==> config.mk <==
export PLATFORM = sky130hd
export DESIGN_NAME = sum_checked_frame_deframer_unit
export DESIGN_NICKNAME = d
export VERILOG_FILES = /design/src/hw/rtl/sfd_pkg.sv /design/src/hw/rtl/sfd_parser.sv /design/src/hw/rtl/sfd_out_buf.sv /design/src/hw/rtl/sum_checked_frame_deframer_unit.sv
export SDC_FILE = /design/constraint.sdc
export NUM_CORES = 1
export LEC_CHECK = 0
export BUFFER_PORTS_ARGS = -buffer_cell sky130_fd_sc_hd__buf_2
export CORE_ASPECT_RATIO = 1.5
export CORE_MARGIN = 1.5
export CORE_UTILIZATION = 30
export CTS_CLUSTER_SIZE = 10
export DETAILED_ROUTE_END_ITERATION = 12
export GPL_TIMING_DRIVEN = 0
export PLACE_DENSITY = 0.45
export SLEW_MARGIN = 20
export SYNTH_ARGS = -nofsm -noshare
export SYNTH_HDL_FRONTEND = slang
export SYNTH_SLANG_ARGS = --single-unit
==> constraint.sdc <==
create_clock -name clock -period 5.93 [get_ports clock]
set_input_delay 1.186 -clock clock [delete_from_list [all_inputs] [get_ports clock]]
set_output_delay 1.186 -clock clock [all_outputs]
set_load 0.005 [all_outputs]
==> src/hw/rtl/sfd_pkg.sv <==
package sfd_pkg;

   localparam logic [7:0]  START_BYTE = 8'h55;
   localparam logic [7:0]  TAIL_BYTE  = 8'hAA;
   localparam logic [7:0]  FULL_BYTE  = 8'hFF;
   localparam logic [15:0] LONG_CAP   = 16'd65526;
   localparam logic [15:0] MAX_PAYLOAD_RESET = 16'd1024;

   // header bytes ahead of the payload: 0x55, addr, len (+ 2 length, 2 complement)
   localparam logic [16:0] SHORT_HEADER = 17'd3;
   localparam logic [16:0] LONG_HEADER  = 17'd7;

   typedef enum logic [2:0] {
      VERDICT_SHORT_OK  = 3'd0,
      VERDICT_LONG_OK   = 3'd1,
      VERDICT_CPL_BAD   = 3'd2,
      VERDICT_OVER_LIM  = 3'd3,
      VERDICT_SUM_BAD   = 3'd4,
      VERDICT_TAIL_BAD  = 3'd5
   } verdict_type;

   typedef struct packed {
      logic [7:0]  frame_address;
      logic [15:0] payload_length;
      logic [15:0] frame_length;
      verdict_type verdict;
   } result_type;

endpackage

==> src/hw/rtl/sfd_parser.sv <==
module sfd_parser (
   input  logic              clock,
   input  logic              reset,
   input  logic              step,
   input  logic [7:0]        rx_byte,
   input  logic              csr_write,
   input  logic [15:0]       csr_data,
   output logic              result_valid,
   output sfd_pkg::result_type result
);
   import sfd_pkg::*;

   typedef enum logic [3:0] {
      PH_HUNT = 4'd0,
      PH_ADDR = 4'd1,
      PH_LEN  = 4'd2,
      PH_LLO  = 4'd3,
      PH_LHI  = 4'd4,
      PH_CLO  = 4'd5,
      PH_CHI  = 4'd6,
      PH_PAY  = 4'd7,
      PH_SUM  = 4'd8,
      PH_TAIL = 4'd9
   } phase_type;

   phase_type   phase_ff, phase_in;
   logic [15:0] count_ff, count_in;
   logic [15:0] length_ff, length_in;
   logic [7:0]  cpl_low_ff, cpl_low_in;
   logic [7:0]  sum_ff, sum_in;
   logic [7:0]  addr_ff, addr_in;
   logic        long_ff, long_in;
   logic [15:0] max_payload_ff, max_payload_in;

   logic [15:0] count_inc;
   logic [16:0] pay_end;
   logic [8:0]  cpl_lo_sum;
   logic [8:0]  cpl_hi_sum;

   assign count_inc  = count_ff + 16'd1;
   assign pay_end    = (long_ff ? LONG_HEADER : SHORT_HEADER) + {1'b0, length_ff};
   assign cpl_lo_sum = {1'b0, length_ff[7:0]} + {1'b0, cpl_low_ff};
   assign cpl_hi_sum = {1'b0, length_ff[15:8]} + {1'b0, rx_byte};

   assign max_payload_in = csr_write ? csr_data : max_payload_ff;

   always_comb begin
      phase_in   = phase_ff;
      count_in   = count_ff;
      length_in  = length_ff;
      cpl_low_in = cpl_low_ff;
      sum_in     = sum_ff;
      addr_in    = addr_ff;
      long_in    = long_ff;

      result_valid          = 1'b0;
      result.verdict        = VERDICT_SHORT_OK;
      result.frame_length   = count_inc;
      result.payload_length = length_ff;
      result.frame_address  = addr_ff;

      if (step) begin
         if (phase_ff != PH_HUNT) begin
            count_in = count_inc;
         end
         unique case (phase_ff)
            PH_ADDR: begin
               addr_in  = rx_byte;
               phase_in = PH_LEN;
            end
            PH_LEN: begin
               if (rx_byte != 8'd0) begin
                  long_in   = 1'b0;
                  length_in = {8'd0, rx_byte};
                  phase_in  = PH_PAY;
               end else begin
                  long_in  = 1'b1;
                  phase_in = PH_LLO;
               end
            end
            PH_LLO: begin
               length_in = {8'd0, rx_byte};
               phase_in  = PH_LHI;
            end
            PH_LHI: begin
               length_in = {rx_byte, length_ff[7:0]};
               phase_in  = PH_CLO;
            end
            PH_CLO: begin
               cpl_low_in = rx_byte;
               phase_in   = PH_CHI;
            end
            PH_CHI: begin
               // complement first, limit second
               if (cpl_lo_sum != {1'b0, FULL_BYTE} || cpl_hi_sum != {1'b0, FULL_BYTE}) begin
                  result_valid   = 1'b1;
                  result.verdict = VERDICT_CPL_BAD;
                  phase_in       = PH_HUNT;
               end else if (length_ff > max_payload_ff || length_ff > LONG_CAP) begin
                  result_valid   = 1'b1;
                  result.verdict = VERDICT_OVER_LIM;
                  phase_in       = PH_HUNT;
               end else begin
                  phase_in = (length_ff == 16'd0) ? PH_SUM : PH_PAY;
               end
            end
            PH_PAY: begin
               sum_in = sum_ff + rx_byte;
               if ({1'b0, count_inc} >= pay_end) begin
                  phase_in = PH_SUM;
               end
            end
            PH_SUM: begin
               if (rx_byte != sum_ff) begin
                  result_valid   = 1'b1;
                  result.verdict = VERDICT_SUM_BAD;
                  phase_in       = PH_HUNT;
               end else begin
                  phase_in = PH_TAIL;
               end
            end
            PH_TAIL: begin
               result_valid = 1'b1;
               phase_in     = PH_HUNT;
               if (rx_byte != TAIL_BYTE) begin
                  result.verdict = VERDICT_TAIL_BAD;
               end else begin
                  result.verdict = long_ff ? VERDICT_LONG_OK : VERDICT_SHORT_OK;
               end
            end
            default: begin
               // hunting, and any code outside the frame phases
               phase_in = PH_HUNT;
               if (rx_byte == START_BYTE) begin
                  count_in   = 16'd1;
                  sum_in     = 8'd0;
                  length_in  = 16'd0;
                  cpl_low_in = 8'd0;
                  long_in    = 1'b0;
                  phase_in   = PH_ADDR;
               end
            end
         endcase
      end
   end

   always_ff @(posedge clock) begin
      if (reset) begin
         phase_ff       <= PH_HUNT;
         count_ff       <= 16'd0;
         length_ff      <= 16'd0;
         cpl_low_ff     <= 8'd0;
         sum_ff         <= 8'd0;
         addr_ff        <= 8'd0;
         long_ff        <= 1'b0;
         max_payload_ff <= MAX_PAYLOAD_RESET;
      end else begin
         phase_ff       <= phase_in;
         count_ff       <= count_in;
         length_ff      <= length_in;
         cpl_low_ff     <= cpl_low_in;
         sum_ff         <= sum_in;
         addr_ff        <= addr_in;
         long_ff        <= long_in;
         max_payload_ff <= max_payload_in;
      end
   end

endmodule

==> src/hw/rtl/sfd_out_buf.sv <==
module sfd_out_buf (
   input  logic               clock,
   input  logic               reset,
   input  logic               wr_en,
   input  sfd_pkg::result_type wr_data,
   output logic               full,
   output logic               rd_valid,
   input  logic               rd_ready,
   output sfd_pkg::result_type rd_data
);
   import sfd_pkg::*;

   result_type entry_ff [2];
   logic       wr_ptr_ff, wr_ptr_in;
   logic       rd_ptr_ff, rd_ptr_in;
   logic [1:0] count_ff, count_in;
   logic       pop;

   assign full     = (count_ff == 2'd2);
   assign rd_valid = (count_ff != 2'd0);
   assign rd_data  = entry_ff[rd_ptr_ff];
   assign pop      = rd_valid && rd_ready;

   always_comb begin
      wr_ptr_in = wr_en ? ~wr_ptr_ff : wr_ptr_ff;
      rd_ptr_in = pop ? ~rd_ptr_ff : rd_ptr_ff;
      count_in  = count_ff + {1'b0, wr_en} - {1'b0, pop};
   end

   always_ff @(posedge clock) begin
      if (reset) begin
         wr_ptr_ff <= 1'b0;
         rd_ptr_ff <= 1'b0;
         count_ff  <= 2'd0;
      end else begin
         wr_ptr_ff <= wr_ptr_in;
         rd_ptr_ff <= rd_ptr_in;
         count_ff  <= count_in;
      end
   end

   always_ff @(posedge clock) begin
      if (wr_en) begin
         entry_ff[wr_ptr_ff] <= wr_data;
      end
   end

endmodule

==> src/hw/rtl/sum_checked_frame_deframer_unit.sv <==
// Byte-serial deframer for 0x55 ... 0xAA frames with a mod-256 payload sum.
//
// req_*  : one received byte per item. Hunts for 0x55, then parses address,
//          length (short, or long with a 16-bit length and its complement),
//          payload, sum byte and 0xAA tail.
// rsp_*  : at most one verdict item per frame, given at frame end or at the
//          first error; payload bytes are not forwarded.
// csr_*  : writes max_payload, the long-frame payload limit (reset 1024).
//          Write only while the block is idle; csr_ready is always high.
//
// Verdict path: a byte that closes a frame is taken into the input register,
// its verdict is written to the result buffer from there, and rsp_tvalid
// then shows it; a full result buffer holds the byte in the input register.
// Throughput: one byte per cycle while the result buffer is not full, set by
// the parser state register, which takes the next byte in every such cycle.
// Reset: parser back to hunting, result buffer emptied, limit back to 1024.
// Stall: the two-entry result buffer lets bytes flow while a verdict waits;
// req_tready drops once both entries hold unread verdicts and a byte waits
// in the input register.
module sum_checked_frame_deframer_unit (
   input  logic        clock,
   input  logic        reset,
   // req_tdata: [7:0] rx_byte
   input  logic        req_tvalid,
   output logic        req_tready,
   input  logic [7:0]  req_tdata,
   // rsp_tdata: [2:0] verdict, [18:3] frame_length, [34:19] payload_length,
   //            [42:35] frame_address, [47:43] zero
   output logic        rsp_tvalid,
   input  logic        rsp_tready,
   output logic [47:0] rsp_tdata,
   input  logic        csr_valid,
   output logic        csr_ready,
   input  logic [15:0] csr_data
);
   import sfd_pkg::*;

   logic       in_valid_ff, in_valid_in;
   logic [7:0] in_byte_ff, in_byte_in;
   logic       buf_full;
   logic       step;
   logic       res_valid;
   result_type res;
   result_type out_res;

   // input register drains whenever the result buffer has room
   assign step       = in_valid_ff && !buf_full;
   assign req_tready = !in_valid_ff || !buf_full;
   assign csr_ready  = 1'b1;

   always_comb begin
      in_valid_in = in_valid_ff;
      in_byte_in  = in_byte_ff;
      if (req_tvalid && req_tready) begin
         in_valid_in = 1'b1;
         in_byte_in  = req_tdata;
      end else if (step) begin
         in_valid_in = 1'b0;
      end
   end

   always_ff @(posedge clock) begin
      if (reset) begin
         in_valid_ff <= 1'b0;
      end else begin
         in_valid_ff <= in_valid_in;
      end
   end

   always_ff @(posedge clock) begin
      in_byte_ff <= in_byte_in;
   end

   sfd_parser u_parser (
      .clock        (clock),
      .reset        (reset),
      .step         (step),
      .rx_byte      (in_byte_ff),
      .csr_write    (csr_valid && csr_ready),
      .csr_data     (csr_data),
      .result_valid (res_valid),
      .result       (res)
   );

   sfd_out_buf u_out_buf (
      .clock    (clock),
      .reset    (reset),
      .wr_en    (res_valid),
      .wr_data  (res),
      .full     (buf_full),
      .rd_valid (rsp_tvalid),
      .rd_ready (rsp_tready),
      .rd_data  (out_res)
   );

   assign rsp_tdata = {5'd0, out_res.frame_address, out_res.payload_length,
                       out_res.frame_length, out_res.verdict};

endmodule

== Word level (Yosys, flattened, before mapping) ==
Memories as Yosys holds them, arrays and structs flattened. A register that Yosys moved wholly into a read port is not among the register bits.
Index checks and enable logic that the tools add are counted.

* Register bits after elaboration: 90
* Bits in latches: 0
* RAM bits: 86
* ROM bits: 0
* Bits of input ports: 29
* Output and inout bits: 51
* Logic and storage cells: 118
* Memories: 1

* Add/sub/neg operators: 7
* Multipliers: 0
* Divide/modulo/power cells: 0
* Magnitude comparators: 3
* Eq/ne operators: 17
* Shift operators: 0
* Muxes and demuxes: 39
* Bitwise gates (word level): 7
* Reductions and logical operators: 30

{| class="wikitable"
|+ Memory list
! memory !! words !! width !! read ports !! clocked after memory_dff !! wr ports !! line !! source
|-
| u_out_buf.entry_ff || 2 || 43 || 1 || 1 || 1 || sfd_out_buf.sv:13 || <nowiki>result_type entry_ff [2];</nowiki>
|}

{| class="wikitable"
|+ Operators by type and width
! operator !! count
|-
| $mux 16 || 5
|-
| $pmux 16 s4 || 1
|-
| $pmux 4 s9 || 1
|-
| $pmux 8 s2 || 2
|-
| $reduce_or 8->1 || 3
|-
| $mux 4 || 5
|-
| $add 8x8->9 || 2
|-
| $mux 3 || 6
|-
| $ne 9x8->1 const B || 2
|-
| $add 17x16->17 || 1
|-
| $ge 16x17->1 || 1
|-
| $add 16x1->16 const B || 1
|-
| $eq 4x3->1 const B || 4
|-
| $gt 16x16->1 || 1
|-
| $gt 16x16->1 const B || 1
|-
| $logic_not 16->1 || 1
|-
| $mux 1 || 14
|-
| $reduce_bool 2->1 || 5
|-
| $pmux 3 s3 || 1
|-
| $reduce_and 3->1 || 3
|-
| $reduce_or 9->1 || 1
|-
| $add 8x8->8 || 1
|-
| $eq 4x2->1 const B || 2
|-
| $eq 4x4->1 const B || 2
|-
| 23 further kinds || 37
|}

== Longest topological paths before layout ==
* Depth after elaboration: 8
* Depth in mapped cells: 16
* Gate-level depth less buffers: 16

== Hierarchy ==
Synthesis repeated with hierarchy kept, for this count alone.

* Cell total of the unflattened synthesis: 864
* Area, all modules: 9,385.3 um^2

{| class="wikitable"
|+ By module, submodules not included
! module !! times used !! cells an instance !! area an instance (um^2) !! seq. area each (um^2)
|-
| sfd_parser || 1 || 685 || 5,529.1 || 1,541.5
|-
| sfd_out_buf || 1 || 157 || 3,515.9 || 2,682.6
|-
| sum_checked_frame_deframer_unit || 1 || 22 || 340.3 || 260.2
|}

== Worst setup path after synthesis ==
OpenSTA, ideal clock, no wires.

* Path type: flip-flop to flip-flop
* Start point: register in_byte_ff[1]
* End point: memory u_out_buf.entry_ff[0][0] in the netlist's numbering, enable pin
* Library setup time: 0.509 ns
* Arrival time: 5.358 ns
* Required time: 5.421 ns
* Path slack: 0.063 ns
* Cell stages (with the launch flop): 9
* Buffers on the path: 0
* Period minus slack after synthesis: 5.867 ns
* Cell sequence: edfxtp_1 -> ha_1 -> a211oi_2 -> nor3_1 -> or3b_2 -> nand4b_1 -> nor3b_1 -> a21o_1 -> a211oi_1

* Cells in the longest elaborated chain, start to end: 8
* Elaborated cells between the ends (all ways): 10
* Classes of those cells: add/sub: 1; eq/ne: 2; mux: 6; reduce/logical: 1

{| class="wikitable"
|+ Ends and longest elaborated chain
! item !! line !! source
|-
| from (decl) || sum_checked_frame_deframer_unit.sv:39 || <nowiki>logic [7:0] in_byte_ff, in_byte_in;</nowiki>
|-
| from (signal assigned) || sum_checked_frame_deframer_unit.sv:71 || <nowiki>in_byte_ff <= in_byte_in;</nowiki>
|-
| $add 8x8->9 || sfd_parser.sv:43 || <nowiki>assign cpl_hi_sum = {1'b0, length_ff[15:8]} + {1'b0, rx_byte};</nowiki>
|-
| $ne 9x8->1 || sfd_parser.sv:95 || <nowiki>if (cpl_lo_sum != {1'b0, FULL_BYTE} || cpl_hi_sum != {1'b0, FULL_BYTE}) begin</nowiki>
|-
| $logic_or 1x1->1 || sfd_parser.sv:95 ||
|-
| $mux 1 || sfd_parser.sv:95 ||
|-
| $pmux 1 s3 * || sfd_parser.sv:66 || <nowiki>unique case (phase_ff)</nowiki>
|-
| $mux 1 * || sfd_parser.sv:62 || <nowiki>if (step) begin</nowiki>
|-
| $mux 1 * || sfd_out_buf.sv:43 || <nowiki>if (wr_en) begin</nowiki>
|-
| $mux 1 (implied by the code) * || sfd_out_buf.sv:44 || <nowiki>entry_ff[wr_ptr_ff] <= wr_data;</nowiki>
|-
| to (decl) || sfd_out_buf.sv:13 ||
|}

Mark *: on every way between the ends. The rest lies on a longest branch, timed or not.

== Worst setup path in the final report ==
* Start point: register u_parser.length_ff[1]
* End point: register u_out_buf.count_ff[1]

* Cells in the longest elaborated chain, start to end: 8
* Elaborated cells between the ends (all ways): 12
* Classes of those cells: add/sub: 3; order compare: 2; eq/ne: 1; mux: 4; reduce/logical: 2

{| class="wikitable"
|+ Ends and longest elaborated chain
! item !! line !! source
|-
| from (decl) || sfd_parser.sv:28 || <nowiki>logic [15:0] length_ff, length_in;</nowiki>
|-
| from (signal assigned) || sfd_parser.sv:160 || <nowiki>length_ff <= length_in;</nowiki>
|-
| $add 8x8->9 or $gt 16x16->1 (tied branches) || sfd_parser.sv:42, sfd_parser.sv:99 ||
|-
| $ne 9x8->1 or $logic_or 1x1->1 (tied branches) || sfd_parser.sv:95, sfd_parser.sv:99 ||
|-
| $logic_or 1x1->1 or $mux 1 (tied branches) || sfd_parser.sv:95, sfd_parser.sv:99 ||
|-
| $mux 1 * || sfd_parser.sv:95 ||
|-
| $pmux 1 s3 * || sfd_parser.sv:66 ||
|-
| $mux 1 * || sfd_parser.sv:62 ||
|-
| $add 2x1->2 * || sfd_out_buf.sv:27 || <nowiki>count_in = count_ff + {1'b0, wr_en} - {1'b0, pop};</nowiki>
|-
| $sub 2x1->2 * || sfd_out_buf.sv:27 ||
|-
| to (signal assigned) || sfd_out_buf.sv:38 || <nowiki>count_ff <= count_in;</nowiki>
|-
| to (decl) || sfd_out_buf.sv:16 || <nowiki>logic [1:0] count_ff, count_in;</nowiki>
|}

Marked as above.
A chain may end at the register's enable or synchronous reset.

==> out/summary.txt <==
initial DRC count -> 490
critical path capture point type -> flop
first-pass GRT wire length -> 41400 um
total CTS buffers -> 17
IO Port Bufs -> 72
clk buf depth -> 2
Worst Path Arrival -> 5010 ps
drt wl/cell -> 19.2 um
CTS root buf -> clkbuf_16
top-area cell type share of the netlist area -> 0.299
Tightest Pin Transition -> 906 ps
I/O pins -> 80
initial antenna violation count -> 0
Pint -> 2.12 mW
CTS clock-pin slew for the worst setup and hold paths -> 80 ps
vias -> 7142
synthesized area per cell -> 10.5 um2
Post-synth EDFFs -> 94
CTS tree -> done
GRT overflow -> 0
Final Max Tran Viols -> 0
Sw Ratio -> 0.272
Switch Pwr -> 0.792 mW
post-cts sizing count -> 0
Slew HR -> 0.395
Synth area leader -> edfxtp_1
Via density -> 5.05
Die W -> 148 um
CP Launch Type -> flop
clock group share of total power -> 0.390
Tcrit/Tclk final -> 0.789
drt pass-1 iters -> 5
Power Total -> 2.91 mW
flops & latches, synth -> 177
Post-route DRC -> 0
distinct cell type count after synthesis -> 68
Final Hold Violating Endpoints -> 0
most frequent cells in the layout -> 96 x nor2_1, 94 x edfxtp_1, 83 x dfxtp_1, 75 x buf_2, 62 x ha_1
post-synthesis cell area -> 9440 um2
RSZ-0062 raised after global routing -> false
htree depth -> 4
Routed Antenna Nets -> 0
Hold Startpoint -> u_parser.addr_ff[6]$_SDFFE_PP0P_
fmax -> 214 MHz
status -> finished, final reports clean
die area -> 32600 um2
number of global-route vias before repair -> 6980
layout cell share with drive strength beyond 1 -> 0.175
crit path kind -> reg2reg
Final min period -> 4680 ps
Ant. Diodes -> 0
most common cell after layout, fill and taps aside -> nor2_1
Final setup viols -> 0
power per cell area -> 263 nW/um2
Routability Congestion -> 0.961
Post-Place Setup Slack -> 1260 ps
final setup margin -> 1250 ps
post-CTS setup buffer count -> 0
area delta synth->final -> 17.0%
WHS Path Cells -> 0
Critical Path RT -> 6260 ps
most area-consuming cells after synthesis -> edfxtp_1 30%, dfxtp_1 18%, ha_1 8.2%, mux2_2 5.1%, nor2_1 3.8%
Die Ht -> 220 um
DP Wirelength -> 20300 um
FILL cells -> 3177
cts hold-fix bufs -> 0
GRT Overall Usage -> 0.174
worst hold path type -> reg2reg
CP max stage cell -> dfxtp_1
Main synth FF type -> edfxtp_1
Post-synth ARST share -> 0
crit-path cells -> inv_1 > fa_1 > nand2b_1 > a2111o_1 > o311ai_0 > nand4b_1 > nor3b_1 > a21o_1 > a21o_1 > ha_1 > inv_1 > ha_1 > xor2_1 > xnor2_1 > nor2_1
Crit Path Max Fanout -> 9
Lkg Pwr -> 4.21 nW
max cap viols -> 0
Worst-Skew Late Latency -> 460 ps
largest net degree at the start of global routing -> 21
CP max stage delay -> 690 ps
FF-to-FF End -> u_out_buf.count_ff[1]$_SDFF_PP0_
peak supply drop -> 200 uV
Flop pwr share -> 0.468
Seq/Total Area, Yosys -> 0.475
nets@finish -> 1091
Setup Skew -> 14.9 ps
FF-to-FF Start -> u_parser.length_ff[1]$_SDFFE_PP0P_
combinational group share of total power -> 0.143
Gate Count Post-Synth -> 896
number of synthesis warnings -> 0
row cnt -> 79
reg2reg setup slack -> 1250 ps
Core Area -> 31000 um2
Worst Hold End -> u_out_buf.entry_ff[1][41]$_DFFE_PP_
CTS sink cnt -> 177
Routed WL -> 27200 um
Initial Util -> 0.304
R2R cell count -> 15
synthesized netlist by cell type (4+ instances only):
master and count:
a211oi_1 6, a21o_1 16, a21oi_1 33, a22oi_1 15, a311oi_1 4, a31oi_1 9, and2_1 5, and3_1 9
buf_4 6, clkbuf_1 25, dfxtp_1 83, edfxtp_1 94, ha_1 62, inv_1 43, mux2_2 43, mux2i_1 23
nand2_1 39, nand2b_1 23, nand3_1 27, nand4_1 24, nor2_1 96, nor2b_1 23, nor3_1 21, nor3b_1 6
nor4_1 9, nor4b_1 4, o211ai_1 5, o21ai_0 17, or3_1 5, xnor2_1 23, xor2_1 26
cell type report:
| type | instances | area (um2) | area share |
|---|---|---|---|
| clock inverters | 12 | 126 | 0.0114 |
| flip-flops and latches | 177 | 4480 | 0.406 |
| repair buffers | 78 | 464 | 0.0420 |
| well taps | 405 | 507 | 0.0459 |
| clock buffers | 20 | 458 | 0.0415 |
| plain buffers | 38 | 176 | 0.0160 |
| inverters | 43 | 161 | 0.0146 |
| multi-input cells | 642 | 4660 | 0.422 |
power groups by stage:
stage,Combinational (mW),Sequential [mW],Clock [mW]
after CTS,0.425,1.36,1.17
after global routing,0.464,1.36,1.21
after global placement,0.416,1.39,0
after detailed placement,0.423,1.39,0
final,0.415,1.36,1.13
after floorplan,0.271,1.37,0
critical path, delay by kind of cell, from the launching register on:
family / cells / cell delay, ps
buffers and inverters: 2 / 270
AOI/OAI and AO/OA: 4 / 1120
adders and majority gates: 3 / 890
DFF: 1 / 690
xor gates and xnor gates: 2 / 310
and+or+nand+nor: 4 / 1280
metal layers:
layer | global-route usage | vias up | share of wire
li1 | - | 3474 | -
met2 | 0.312 | 160 | 0.52
met4 | 0.0947 | 0 | 0.042
met1 | 0.196 | 3456 | 0.40
met5 | 0 | - | 0
met3 | 0.0297 | 52 | 0.035
worst max path at each step:
stage | depth (start not counted) | slack [ps] | startpoint | end
3_5_place_dp | 15 | 1260 | u_parser.length_ff[1]$_SDFFE_PP0P_ | u_out_buf.count_ff[1]$_SDFF_PP0_
4_1_cts | 15 | 1260 | u_parser.length_ff[1]$_SDFFE_PP0P_ | u_out_buf.count_ff[1]$_SDFF_PP0_
3_3_place_gp | 9 | -3330 | u_parser.length_ff[0]$_SDFFE_PP0P_ | u_out_buf.entry_ff[0][41]$_DFFE_PP_
5_1_grt | 14 | 950 | u_parser.length_ff[1]$_SDFFE_PP0P_ | u_out_buf.count_ff[1]$_SDFF_PP0_
2_1_floorplan | 8 | 60 | in_byte_ff[1]$_DFFE_PP_ | u_out_buf.entry_ff[0][0]$_DFFE_PP_
6_report | 15 | 1250 | u_parser.length_ff[1]$_SDFFE_PP0P_ | u_out_buf.count_ff[1]$_SDFF_PP0_
metrics by stage:
| step | setup TNS (ps) | instance area (um2) | hold WS [ps] | instances | utilization |
|---|---|---|---|---|---|
| final | 0 | 11000 | 468 | 1415 | 0.356 |
| after global routing | 0 | 11000 | 479 | 1415 | 0.356 |
| after CTS | 0 | 11000 | 467 | 1415 | 0.356 |
| after detailed placement | 0 | 10500 | 450 | 1383 | 0.337 |
| after global placement | -200190 | 10300 | 435 | 1377 | 0.332 |
| after floorplan | 0 | 9450 | 425 | 900 | - |
kinds of logic (layout without fill, tap and decap cells):
group,count (synthesis),after routing,synth area share
AND/OR/NAND/NOR,309,309,0.168
flip-flops,177,177,0.475
AO/OA/AOI/OAI,147,147,0.110
buffers and inverters,81,191,0.0358
multiplexers,66,66,0.0757
adder cells (fa/ha/maj),65,65,0.0886
XOR/XNOR,49,49,0.0455
other,2,6,0.000796
registers in the layout, summed over array words and instances, names as in the netlist, 8 cells and up, named ones only:
name and cells:
u_parser.length_ff 16, u_parser.max_payload_ff 16, u_out_buf.entry_ff 86, u_parser.addr_ff 8, in_byte_ff 8, u_parser.sum_ff 8
u_parser.cpl_low_ff 8, u_parser.count_ff 16
No activity file was read; power rests on OpenSTA's default activity.
